<file path="config.mk">
export PLATFORM = sky130hd
export DESIGN_NAME = comment_span_scanner_core
export DESIGN_NICKNAME = d
export VERILOG_FILES = /design/src/hdl/css_pkg.sv /design/src/hdl/comment_span_scanner_core.sv /design/src/hdl/css_step.sv
export SDC_FILE = /design/constraint.sdc
export NUM_CORES = 1
export LEC_CHECK = 0
export BUFFER_PORTS_ARGS = -buffer_cell sky130_fd_sc_hd__buf_2
export CELL_PAD_IN_SITES_DETAIL_PLACEMENT = 1
export CELL_PAD_IN_SITES_GLOBAL_PLACEMENT = 1
export CORE_ASPECT_RATIO = 1.5
export CORE_MARGIN = 4
export CORE_UTILIZATION = 50
export DETAILED_ROUTE_END_ITERATION = 6
export GPL_ROUTABILITY_DRIVEN = 0
export MAX_ROUTING_LAYER = met4
export PLACE_DENSITY = 0.92
export REMOVE_ABC_BUFFERS = 1
export SLEW_MARGIN = 5
export SYNTH_ARGS = -nofsm -noshare
export SYNTH_HDL_FRONTEND = slang
export SYNTH_SLANG_ARGS = --single-unit
export TNS_END_PERCENT = 20
</file>
<file path="constraint.sdc">
create_clock -name clk -period 11.83 [get_ports clk]
set_clock_uncertainty 0.05 [all_clocks]
set_input_delay 2.366 -clock clk [delete_from_list [all_inputs] [get_ports clk]]
set_output_delay 2.366 -clock clk [all_outputs]
set_load 0.05 [all_outputs]
</file>
<file path="src/hdl/css_pkg.sv">
// ----------------------------------------------------------------------------
// css_pkg
// Shared types, constants and character codes for the comment span scanner.
// ----------------------------------------------------------------------------
package css_pkg;

	// counter widths
	localparam int LINE_BITS   = 20;
	localparam int COLUMN_BITS = 16;

	// result field widths (fixed by the stream format)
	localparam int SPAN_LINE_W   = 20;
	localparam int SPAN_COLUMN_W = 16;
	localparam int SPAN_LENGTH_W = 16;
	localparam int SPAN_BITS     = SPAN_LINE_W + SPAN_COLUMN_W + SPAN_LENGTH_W;
	localparam int OUT_DATA_W    = ((SPAN_BITS + 7) / 8) * 8;

	// scan modes
	localparam int MODE_W = 3;
	localparam logic [MODE_W-1:0] MODE_NORMAL = 3'd0;
	localparam logic [MODE_W-1:0] MODE_LINE   = 3'd1;
	localparam logic [MODE_W-1:0] MODE_BLOCK  = 3'd2;
	localparam logic [MODE_W-1:0] MODE_DQUOTE = 3'd3;
	localparam logic [MODE_W-1:0] MODE_SQUOTE = 3'd4;

	// character codes
	localparam logic [7:0] CH_LF    = 8'h0A;
	localparam logic [7:0] CH_CR    = 8'h0D;
	localparam logic [7:0] CH_SLASH = 8'h2F;
	localparam logic [7:0] CH_STAR  = 8'h2A;
	localparam logic [7:0] CH_DQ    = 8'h22;
	localparam logic [7:0] CH_SQ    = 8'h27;
	localparam logic [7:0] CH_BSL   = 8'h5C;

	typedef struct packed {
		logic [MODE_W-1:0]      mode;
		logic                   pend_slash;
		logic                   pend_star;
		logic                   skip_lf;
		logic                   esc;
		logic [LINE_BITS-1:0]   cur_line;
		logic [COLUMN_BITS-1:0] cur_col;
		logic [LINE_BITS-1:0]   start_line;
		logic [COLUMN_BITS-1:0] start_col;
		logic [COLUMN_BITS-1:0] seg_len;
	} css_state_t;

	localparam css_state_t STATE_RESET = '0;

	typedef struct packed {
		logic                     valid;
		logic [SPAN_LINE_W-1:0]   line;
		logic [SPAN_COLUMN_W-1:0] column;
		logic [SPAN_LENGTH_W-1:0] length;
	} css_span_t;

endpackage

</file>
<file path="src/hdl/comment_span_scanner_core.sv">
// ----------------------------------------------------------------------------
// comment_span_scanner_core
// Byte-stream comment finder: one span per comment line.
// ----------------------------------------------------------------------------
// Source text enters one byte per request on the slave side, with s_tlast on
// the final byte of a text; after that byte all position state starts over at
// line 0, column 0. LF, CR and CR LF each count as one line break. For every
// line of a "//" or block comment the block sends one span request carrying
// the zero-based start line, start column and byte length; empty lines of a
// block comment and the last line of an unclosed block comment give nothing.
// Quoted literals (double or single, backslash escapes, ended by LF; a CR in
// one is no break) are skipped. Counters saturate at their top values.
// Throughput is one byte per clock while not stalled: the mode machine is
// combinational between the input register, which holds an accepted byte,
// and the span register. The input side only stalls while a span waits in
// the output register and m_tready is low.
// ----------------------------------------------------------------------------
module comment_span_scanner_core (
	input  logic                          clk,
	input  logic                          arst_n,
	// s_tdata: text_byte[7:0]
	input  logic                          s_tvalid,
	output logic                          s_tready,
	input  logic [7:0]                    s_tdata,
	// s_tlast: end_of_text
	input  logic                          s_tlast,
	// m_tdata: span_line[19:0], span_column[35:20], span_length[51:36], zero pad
	output logic                          m_tvalid,
	input  logic                          m_tready,
	output logic [css_pkg::OUT_DATA_W-1:0] m_tdata
);
	import css_pkg::*;

	// input stage
	logic       valid_s1;
	logic [7:0] byte_s1;
	logic       last_s1;

	// scanner state
	css_state_t state_q;
	css_state_t state_next;
	css_span_t  span;

	// output register
	logic                  out_valid_q;
	logic [SPAN_BITS-1:0]  out_span_q;

	logic advance;

	// stage 1 moves on whenever the output slot is free or being drained
	assign advance  = valid_s1 && (!out_valid_q || m_tready);
	assign s_tready = !valid_s1 || advance;

	always_ff @(posedge clk or negedge arst_n) begin
		if (!arst_n) begin
			valid_s1 <= 1'b0;
		end else if (s_tready) begin
			valid_s1 <= s_tvalid;
		end
	end

	always_ff @(posedge clk) begin
		if (s_tready && s_tvalid) begin
			byte_s1 <= s_tdata;
			last_s1 <= s_tlast;
		end
	end

	css_step u_step (
		.state       (state_q),
		.text_byte   (byte_s1),
		.end_of_text (last_s1),
		.state_next  (state_next),
		.span        (span)
	);

	always_ff @(posedge clk or negedge arst_n) begin
		if (!arst_n) begin
			state_q <= STATE_RESET;
		end else if (advance) begin
			state_q <= state_next;
		end
	end

	always_ff @(posedge clk or negedge arst_n) begin
		if (!arst_n) begin
			out_valid_q <= 1'b0;
		end else if (advance && span.valid) begin
			out_valid_q <= 1'b1;
		end else if (m_tready) begin
			out_valid_q <= 1'b0;
		end
	end

	always_ff @(posedge clk) begin
		if (advance && span.valid) begin
			out_span_q <= {span.length, span.column, span.line};
		end
	end

	assign m_tvalid = out_valid_q;
	assign m_tdata  = OUT_DATA_W'(out_span_q);

endmodule

</file>
<file path="src/hdl/css_step.sv">
// ----------------------------------------------------------------------------
// css_step
// Next-state and span logic for one text byte.
// ----------------------------------------------------------------------------
module css_step (
	input  css_pkg::css_state_t state,
	input  logic [7:0]          text_byte,
	input  logic                end_of_text,
	output css_pkg::css_state_t state_next,
	output css_pkg::css_span_t  span
);
	import css_pkg::*;

	function automatic logic [COLUMN_BITS-1:0] col_inc(input logic [COLUMN_BITS-1:0] v);
		return (&v) ? v : v + 1'b1;
	endfunction

	function automatic css_state_t line_break(input css_state_t s);
		css_state_t r;
		r = s;
		if (!(&s.cur_line))
			r.cur_line = s.cur_line + 1'b1;
		r.cur_col = '0;
		return r;
	endfunction

	function automatic css_state_t normal_byte(input css_state_t s, input logic [7:0] b);
		css_state_t r;
		r = s;
		priority if (b == CH_LF) begin
			r = line_break(r);
		end else if (b == CH_CR) begin
			r = line_break(r);
			r.skip_lf = 1'b1;
		end else if (b == CH_SLASH) begin
			r.pend_slash = 1'b1;
			r.start_line = s.cur_line;
			r.start_col  = s.cur_col;
			r.cur_col    = col_inc(s.cur_col);
		end else if (b == CH_DQ) begin
			r.mode    = MODE_DQUOTE;
			r.esc     = 1'b0;
			r.cur_col = col_inc(s.cur_col);
		end else if (b == CH_SQ) begin
			r.mode    = MODE_SQUOTE;
			r.esc     = 1'b0;
			r.cur_col = col_inc(s.cur_col);
		end else begin
			r.cur_col = col_inc(s.cur_col);
		end
		return r;
	endfunction

	css_state_t             nx;
	logic                   emit;
	logic [LINE_BITS-1:0]   e_line;
	logic [COLUMN_BITS-1:0] e_col;
	logic [COLUMN_BITS-1:0] e_len;
	logic                   is_break;
	logic [7:0]             quote;

	assign is_break = (text_byte == CH_LF) || (text_byte == CH_CR);
	assign quote    = (state.mode == MODE_DQUOTE) ? CH_DQ : CH_SQ;

	always_comb begin
		nx         = state;
		nx.skip_lf = 1'b0;
		emit       = 1'b0;
		e_line     = state.start_line;
		e_col      = state.start_col;
		e_len      = state.seg_len;
		if (state.skip_lf && text_byte == CH_LF) begin
			// tail of a CR LF pair
		end else begin
			unique case (state.mode)
				MODE_LINE: begin
					if (is_break) begin
						emit    = (state.seg_len != '0);
						nx.mode = MODE_NORMAL;
						nx      = normal_byte(nx, text_byte);
					end else begin
						nx.seg_len = col_inc(state.seg_len);
						nx.cur_col = col_inc(state.cur_col);
					end
				end
				MODE_BLOCK: begin
					if (is_break) begin
						emit = (state.seg_len != '0);
						nx   = line_break(nx);
						if (text_byte == CH_CR)
							nx.skip_lf = 1'b1;
						nx.pend_star  = 1'b0;
						nx.start_line = nx.cur_line;
						nx.start_col  = '0;
						nx.seg_len    = '0;
					end else if (state.pend_star && text_byte == CH_SLASH) begin
						nx.seg_len   = col_inc(state.seg_len);
						nx.cur_col   = col_inc(state.cur_col);
						e_len        = nx.seg_len;
						emit         = (nx.seg_len != '0);
						nx.pend_star = 1'b0;
						nx.mode      = MODE_NORMAL;
					end else begin
						nx.pend_star = (text_byte == CH_STAR);
						nx.seg_len   = col_inc(state.seg_len);
						nx.cur_col   = col_inc(state.cur_col);
					end
				end
				MODE_DQUOTE, MODE_SQUOTE: begin
					if (state.esc) begin
						nx.esc     = 1'b0;
						nx.cur_col = col_inc(state.cur_col);
					end else if (text_byte == quote) begin
						nx.mode    = MODE_NORMAL;
						nx.cur_col = col_inc(state.cur_col);
					end else if (text_byte == CH_LF) begin
						nx.mode = MODE_NORMAL;
						nx      = line_break(nx);
					end else begin
						if (text_byte == CH_BSL)
							nx.esc = 1'b1;
						nx.cur_col = col_inc(state.cur_col);
					end
				end
				default: begin
					// normal text; stray codes fall back here too
					nx.mode = MODE_NORMAL;
					if (state.pend_slash && text_byte == CH_SLASH) begin
						nx.pend_slash = 1'b0;
						nx.mode       = MODE_LINE;
						nx.seg_len    = COLUMN_BITS'(2);
						nx.cur_col    = col_inc(state.cur_col);
					end else if (state.pend_slash && text_byte == CH_STAR) begin
						nx.pend_slash = 1'b0;
						nx.pend_star  = 1'b0;
						nx.mode       = MODE_BLOCK;
						nx.seg_len    = COLUMN_BITS'(2);
						nx.cur_col    = col_inc(state.cur_col);
					end else begin
						nx.pend_slash = 1'b0;
						nx            = normal_byte(nx, text_byte);
					end
				end
			endcase
		end

		if (end_of_text) begin
			// an open line comment closes at the last byte
			if (nx.mode == MODE_LINE && !emit) begin
				emit   = (nx.seg_len != '0);
				e_line = nx.start_line;
				e_col  = nx.start_col;
				e_len  = nx.seg_len;
			end
			nx = STATE_RESET;
		end
	end

	assign state_next  = nx;
	assign span.valid  = emit;
	assign span.line   = SPAN_LINE_W'(e_line);
	assign span.column = SPAN_COLUMN_W'(e_col);
	assign span.length = SPAN_LENGTH_W'(e_len);

endmodule

</file>
# Word level (Yosys, flattened, before mapping)
# Index checks and enable logic that the tools add are counted.
# W data, S select, Z words.
# word_totals
reg_bits,158
inputBits,13
output_inout_bits,58
word_cells,154
# op_classes
add_sub_neg,3
n_eq_ne,31
muxes,78
reduce_logical,27
# ops
cell,n
$mux W95,4
$mux W16,21
$pmux W95 S3,1
$mux W36,5
$mux W20,6
$mux W52,1
$reduce_bool A16 Y1,3
$mux W22,2
$add A16 B1 Y16 const B,2
$eq A8 B6 Y1 const B,4
$reduce_and A16 Y1,2
$mux W27,1
$mux W24,1
$mux W23,1
$mux W1,21
$mux W3,7
$add A20 B1 Y20 const B,1
$reduce_and A20 Y1,1
$eq A8 B4 Y1 const B,2
$ne A4 B4 Y1 const B,4
$reduce_and A8 Y1,2
$ne A3 B3 Y1 const B,5
$mux W4,3
$mux W6,2
other kinds (18),37

# Logic depth before layout (Yosys ltp)
# Gate-level depths: netlist of the first run.
# depth
depth_word,16
ltp_mapped,13
mapped_depth_nobuf,10

# By module
# Synthesis of the first run repeated with hierarchy kept, for this count alone.
# hier_totals
cells_unflattened,1175
area_unflattened_um2,10786.6
# by_module_without_submodules
module,n_inst,cells_each,area_each_um2,seq_area_each_um2
comment_span_scanner_core,1,277,5744.3,4259.1
css_step,1,898,5042.3,0.0

# Least setup slack after synthesis of the first run
# OpenSTA, ideal clock, no wires.
# synth_timing
path_type,input -> register
startpoint,input m_tready
endpoint,register out_span_q[0] (enable)
setup_time_ps,468
t_arrival_ps,5436
required_ps,11312
slack_ps,5876
path_stages,6
path_buffers,2
cell_sequence,nand2b_1 and2_1 clkbuf_1 clkbuf_1 nand2_1 o21ai_1
# synth_between
elab_chain_len,3
# synth_rtl
item,line,source
"start, declared",comment_span_scanner_core.sv:29,"input logic m_tready,"
$logic_or A1 B1 Y1,comment_span_scanner_core.sv:51,assign advance = valid_s1 && (!out_valid_q || m_tready);
$logic_and A1 B1 Y1,comment_span_scanner_core.sv:51,
$logic_and A1 B1 Y1,comment_span_scanner_core.sv:96,if (advance && span.valid) begin
"end signal, assigned",comment_span_scanner_core.sv:97,"out_span_q <= {span.length, span.column, span.line};"
"end, declared",comment_span_scanner_core.sv:46,logic [SPAN_BITS-1:0] out_span_q;
# No other way between the ends.
# A chain may end at the register's enable or synchronous reset.

# Worst setup path in the final report of the first run
# layout_timing
startpoint,input m_tready
endpoint,output s_tready
# layout_between
elab_chain_len,3
# layout_rtl
item,line,source
$logic_or A1 B1 Y1,comment_span_scanner_core.sv:51,
$logic_and A1 B1 Y1,comment_span_scanner_core.sv:51,
$logic_or A1 B1 Y1,comment_span_scanner_core.sv:52,assign s_tready = !valid_s1 || advance;
"end, declared",comment_span_scanner_core.sv:23,"output logic s_tready,"
# No other way between the ends.

==> flow_summary.json, run 1 <==
{
  "status": "finished, final reports clean",
  "crit_fanout": 3,
  "cap_violations": 0,
  "synth_area_um2": 9520,
  "h-tree-depth": 4,
  "nets": 1091,
  "yosys_most_used_dff": "dfrtp_1",
  "grt_use_total_pct": 31.3,
  "grt_first_pass_wirelength_mm": 51.0,
  "async_flop_share_pct": 61.4,
  "peakVddDrop_mv": 0.118,
  "crit_type": "in2out",
  "finalSetupViolCount": 0,
  "clkLatencyLatePin_ps": 450,
  "drt_iter0_markers": 1029,
  "period_minus_slack_ps": 5360,
  "postPlaceCellArea_um2": 9780,
  "dieArea_um2": 21400,
  "vias_per_cell": 6.77,
  "hold_viol_final": 0,
  "numPortBuffers": 66,
  "vias": 9066,
  "path_clk_slew_ps": 80,
  "grt_overflow": 0,
  "hold_class": "reg2reg",
  "finalSetupTns_ps": 0,
  "slowest_delay_ps": 220,
  "num_antenna_cells": 0,
  "synth_edf_count": 61,
  "io-pin-count": 71,
  "worstPathRequired_ps": 9410,
  "critPathLaunchType": "primary input",
  "drv_slew": 0,
  "max_freq_ghz": 0.187,
  "cpMostUsedCell": "buf_2",
  "ys_warn_count": 0,
  "wl_mm": 31.9,
  "cellPowerDensity_nw_per_um2": 207,
  "core_um2": 18600,
  "cpMaxStageDelayCell": "buf_2",
  "pre_cts_ws_ps": 6350,
  "final_cell_mix": "132 x o21ai_0, 124 x nand2_1, 103 x a21oi_1",
  "power.leakage_uw": 0.00400,
  "cp.arrival_ps": 2940,
  "relSlewSlack_pct": 22.6,
  "ant_nets": 0,
  "cts_sinks": 158,
  "tritoncts": "built",
  "ff_latch_area_um2": 4260,
  "cts_root_buffer": "clkbuf_16",
  "post_cts_buffers": 0,
  "drc": 0,
  "fill_cells": 2232,
  "cts_hold_buf": 0,
  "std_cell_rows": 61,
  "antenna_found_initial": 0,
  "dp_hpwl_mm": 21.0,
  "layout-drive-gt1-share_pct": 13.7,
  "wl_per_cell_um": 23.8,
  "numCtsBuffers": 17,
  "drt_first_pass_iters": 5,
  "worst_pin_slew_ps": 1150,
  "synth-seq-area-share_pct": 44.7,
  "stdcell_area_um2": 10400,
  "syn_area_per_cell_um2": 8.78,
  "path_cells": "buf_2 > nor2b_1 > nand2_1 > buf_2",
  "worst_slack_ps": 6470,
  "start_util_pct": 51.1,
  "finalCritPeriodShare_pct": 45.3,
  "grt_max_degree": 59,
  "multi_input_area_um2": 4740,
  "cp-end-kind": "output pin",
  "rsz0062_at_grt": "false",
  "ctsResizeCount": 0,
  "ys_seq_elements": 158,
  "die_w_um": 121,
  "first_global_vias": 9497,
  "clockBufferDepth": 2,
  "area_delta_synth_final_pct": 8.94,
  "synthCells": 1084,
  "layout_commonest_cell": "o21ai_0",
  "ys_types": 94,
  "die_h_um": 177
}
==> flip-flops by register name, indices dropped and copies added, names as in the netlist <==
name	count
m_tvalid	1
out_span_q	52
byte_s1	8
valid_s1	1
state_q	95
last_s1	1
==> cell usage after synthesis (6+ instances only) <==
cell type | instances | share of area (%)
o41ai_1 | 9 | 0.83
nor2_1 | 95 | 3.7
nor3_1 | 18 | 0.95
inv_1 | 11 | 0.43
a211oi_1 | 6 | 0.47
buf_4 | 13 | 1.0
edfxtp_1 | 61 | 19
o21ai_1 | 12 | 0.63
a31oi_1 | 12 | 0.79
clkbuf_1 | 70 | 2.8
xor2_1 | 9 | 0.83
nand3_1 | 37 | 1.9
a21oi_1 | 103 | 5.4
o22ai_1 | 8 | 0.53
nand2_1 | 124 | 4.9
nand4_1 | 16 | 1.1
a22o_1 | 13 | 1.2
o21ai_0 | 132 | 6.9
and3_1 | 17 | 1.1
a22oi_1 | 20 | 1.6
mux2i_1 | 16 | 1.7
o31ai_1 | 12 | 0.95
buf_2 | 23 | 1.2
xnor2_1 | 15 | 1.4
dfrtp_1 | 97 | 25
==> power breakdown <==
| group | internal [uW] | switching (uW) | leakage, uW | total (uW) |
|---|---|---|---|---|
| Sequential | 654 | 104 | 0.00191 | 758 |
| Clock | 284 | 277 | 0.000281 | 561 |
| Combinational | 244 | 581 | 0.00180 | 826 |
==> stage by stage <==
step	hold WS (ps)	utilization (%)	cells	total power [uW]
final	436	55.7	1339	2140
after global routing	447	55.7	1339	2230
after CTS	436	55.7	1339	2120
after detailed placement	410	52.5	1307	1550
after global placement	413	52.5	1307	1520
after floorplan	376	-	977	1280
==> metal layers <==
layer / wire length (um) / global-route usage [%]
met2: 16200 / 52.3
met4: 1650 / 16.2
met3: 2120 / 5.05
met5: 0 / -
met1: 11900 / 36.3
==> final cells by class <==
cell class / instances / area share (%)
clock buffers: 17 / 4.10
inverters: 11 / 0.398
well taps: 252 / 3.04
clock inverters: 15 / 1.64
multi-input cells: 808 / 45.7
flip-flops and latches: 158 / 41.1
repair buffers: 78 / 4.08
==> worst max-delay path: cells and delay by family <==
| kind | cells | cell delay [ps] |
|---|---|---|
| simple gates | 2 | 250 |
| buf+inv | 2 | 320 |
==> logic make-up (layout without fill, tap and decap cells) <==
kind of cell	count (synthesis)	count (layout)	share of synthesized area, %
simple gates	383	383	20.7
compound gates	373	373	23.8
flops	158	158	44.7
buf+inv	121	121	5.74
xor+xnor	26	26	2.55
mux	18	18	1.94
fa+ha+maj	4	4	0.526
other cells	1	4	0.0394
==> worst paths after layout <==
path                       depth (start not counted)  slack [ps]              to         from
max reg2reg                                        9        7130  out_span_q[15]   byte_s1[3]
min in group asynchronous                          1        1850        m_tvalid       arst_n
min                                                0         440  out_span_q[22]  state_q[18]
max in group asynchronous                          2        8610     state_q[19]       arst_n
max                                                4        6470        s_tready     m_tready
min reg2reg                                        0         440  out_span_q[22]  state_q[18]
Power figures use the tool's default switching activity.
==> inputs of run 2 (changes only) <==
CORE_UTILIZATION = 47   (was 50)
PLACE_DENSITY = 0.88   (was 0.92)
clock period = 5.2 ns   (was 11.83 ns; I/O delays follow)
==> run 2 against run 1 <==
Effect of this change: worst setup slack got worse by 5500 ps; sequential share of layout area fell by 0.17 points; largest power group unchanged; highest routed layer unchanged; final area rose by 0.41%; power rose by 130%; utilization fell by 3.3 points; combinational power rose by 130%; first-iteration DRC count rose by 5.0%; sequential cell count did not move; register-to-register slack got worse by 6100 ps.
==> flow_summary.json, run 2 (synthesis gave the netlist of run 1 again) <==
{
  "top_regs": "state_q (95), out_span_q (52), byte_s1 (8)",
  "relSlewSlack_pct": 11.8,
  "fill_cells": 2395,
  "largest_register_ff_count": 95,
  "path_cells": "nor2b_1 > nand3_1 > a221o_1 > nor4b_1 > nand4_1 > nor4_2 > o21ai_4 > buf_4",
  "area_delta_synth_final_pct": 9.38,
  "clkLatencyLatePin_ps": 440,
  "dp_hpwl_mm": 21.2,
  "ff_latch_area_um2": 4260,
  "crit_fanout": 48,
  "multi_input_area_um2": 4740,
  "io-pin-count": 71,
  "layout-drive-gt1-share_pct": 13.8,
  "fin_hold_ws_ps": 409,
  "core_um2": 19900,
  "cts_sinks": 158,
  "rsz0062_at_grt": "false",
  "drt_first_pass_iters": 7,
  "post_cts_buffers": 0,
  "std_cell_rows": 63,
  "worst_pin_slew_ps": 1320,
  "hold_class": "reg2reg",
  "worstPathRequired_ps": 5220,
  "path_clk_slew_ps": 70,
  "numPortBuffers": 66,
  "cpMaxStageDelayCell": "nand3_1",
  "r2r_slack_ps": 1000,
  "period_minus_slack_ps": 4200,
  "cap_violations": 0,
  "finalSetupTns_ps": 0,
  "grt_overflow": 0,
  "final_cell_mix": "132 x o21ai_0, 124 x nand2_1, 103 x a21oi_1",
  "vias": 9068,
  "post-route-util_pct": 52.4,
  "grt_use_total_pct": 28.8,
  "ant_nets": 0,
  "grt_first_pass_wirelength_mm": 50.8,
  "ctsResizeCount": 0,
  "critPathLaunchType": "register",
  "num_antenna_cells": 0,
  "grt_max_degree": 74,
  "cts_root_buffer": "clkbuf_16",
  "drc": 0,
  "nets": 1093,
  "status": "finished, final reports clean",
  "layout_commonest_cell": "o21ai_0",
  "die_h_um": 182,
  "h-tree-depth": 4,
  "clockBufferDepth": 2,
  "drv_slew": 0,
  "peakVddDrop_mv": 0.239,
  "numCtsBuffers": 17,
  "max_freq_ghz": 0.238,
  "wl_mm": 31.9,
  "slowest_delay_ps": 780,
  "hold_viol_final": 0,
  "power.leakage_uw": 0.00403,
  "finalSetupViolCount": 0,
  "vias_per_cell": 6.72,
  "wl_per_cell_um": 23.7,
  "finalCritPeriodShare_pct": 80.8,
  "antenna_found_initial": 0,
  "crit_type": "reg2reg",
  "start_util_pct": 47.9,
  "drt_iter0_markers": 1080,
  "cp-end-kind": "register",
  "cts_hold_buf": 0,
  "dieArea_um2": 22600,
  "tritoncts": "built",
  "die_w_um": 124,
  "cellPowerDensity_nw_per_um2": 474,
  "top_register": "state_q",
  "first_global_vias": 9124,
  "cp.arrival_ps": 4220
}
-- run 2: cell count changes in the layout (fill, tap and decap cells not counted) --
cell / delta
buf_4: +2
bufinv_16: +3
clkbuf_1: +1
clkinv_1: +1
clkinv_2: +2
clkinv_8: -4
clkinvlp_4: -2
inv_6: +1
inv_8: -2
o21ai_1: -1
o21ai_2: +1
-- run 2: worst paths after layout --
path,start,to,depth (start not counted)
max reg2reg,byte_s1[3],out_span_q[23],8
max in group asynchronous,arst_n,state_q[18],2
max,byte_s1[3],out_span_q[23],8
min in group asynchronous,arst_n,state_q[89],1
min reg2reg,state_q[32],out_span_q[0],0
min,state_q[32],out_span_q[0],0
-- run 2: cell type report --
cell class	count	share of cell area, %
Clock inverter	14	1.73
Timing Repair Buffer	80	4.20
Inverter	11	0.396
Sequential cell	158	40.9
Clock buffer	18	4.12
Multi-Input combinational cell	808	45.5
Tap cell	260	3.12
-- run 2: report_power, final --
part           switching [uW]  internal [uW]  total (uW)  leakage, uW
registers                 220           1490        1710      0.00191
clock network             552            766        1320     0.000298
logic                    1340            564        1910      0.00181
-- run 2: per-stage QoR --
step / cell area, um2 / setup slack (ps) / cells / power [uW]
2_1_floorplan: 9030 / -372 / 977 / 2920
3_3_place_gp: 9810 / 1200 / 1317 / 3500
3_5_place_dp: 9810 / 1090 / 1317 / 3560
4_1_cts: 10400 / 1040 / 1349 / 4910
5_1_grt: 10400 / 695 / 1349 / 5160
6_report: 10400 / 998 / 1349 / 4930
-- run 2: layer usage --
layer / wire length (um) / part of all wire (%) / vias to the layer above / GRT usage (%)
met5: 0 / 0 / - / -
met4: 1740 / 5.4 / 0 / 15.5
met3: 1760 / 5.5 / 145 / 4.04
met2: 16000 / 50 / 430 / 48.1
met1: 12400 / 39 / 4558 / 33.6
li1: - / - / 3935 / -
-- run 2: critical path: cells and delay by family, from the launching register on --
family | cells | cell delay (ps)
buf+inv | 1 | 600
simple gates | 5 | 1780
compound gates | 2 | 860
flops | 1 | 500
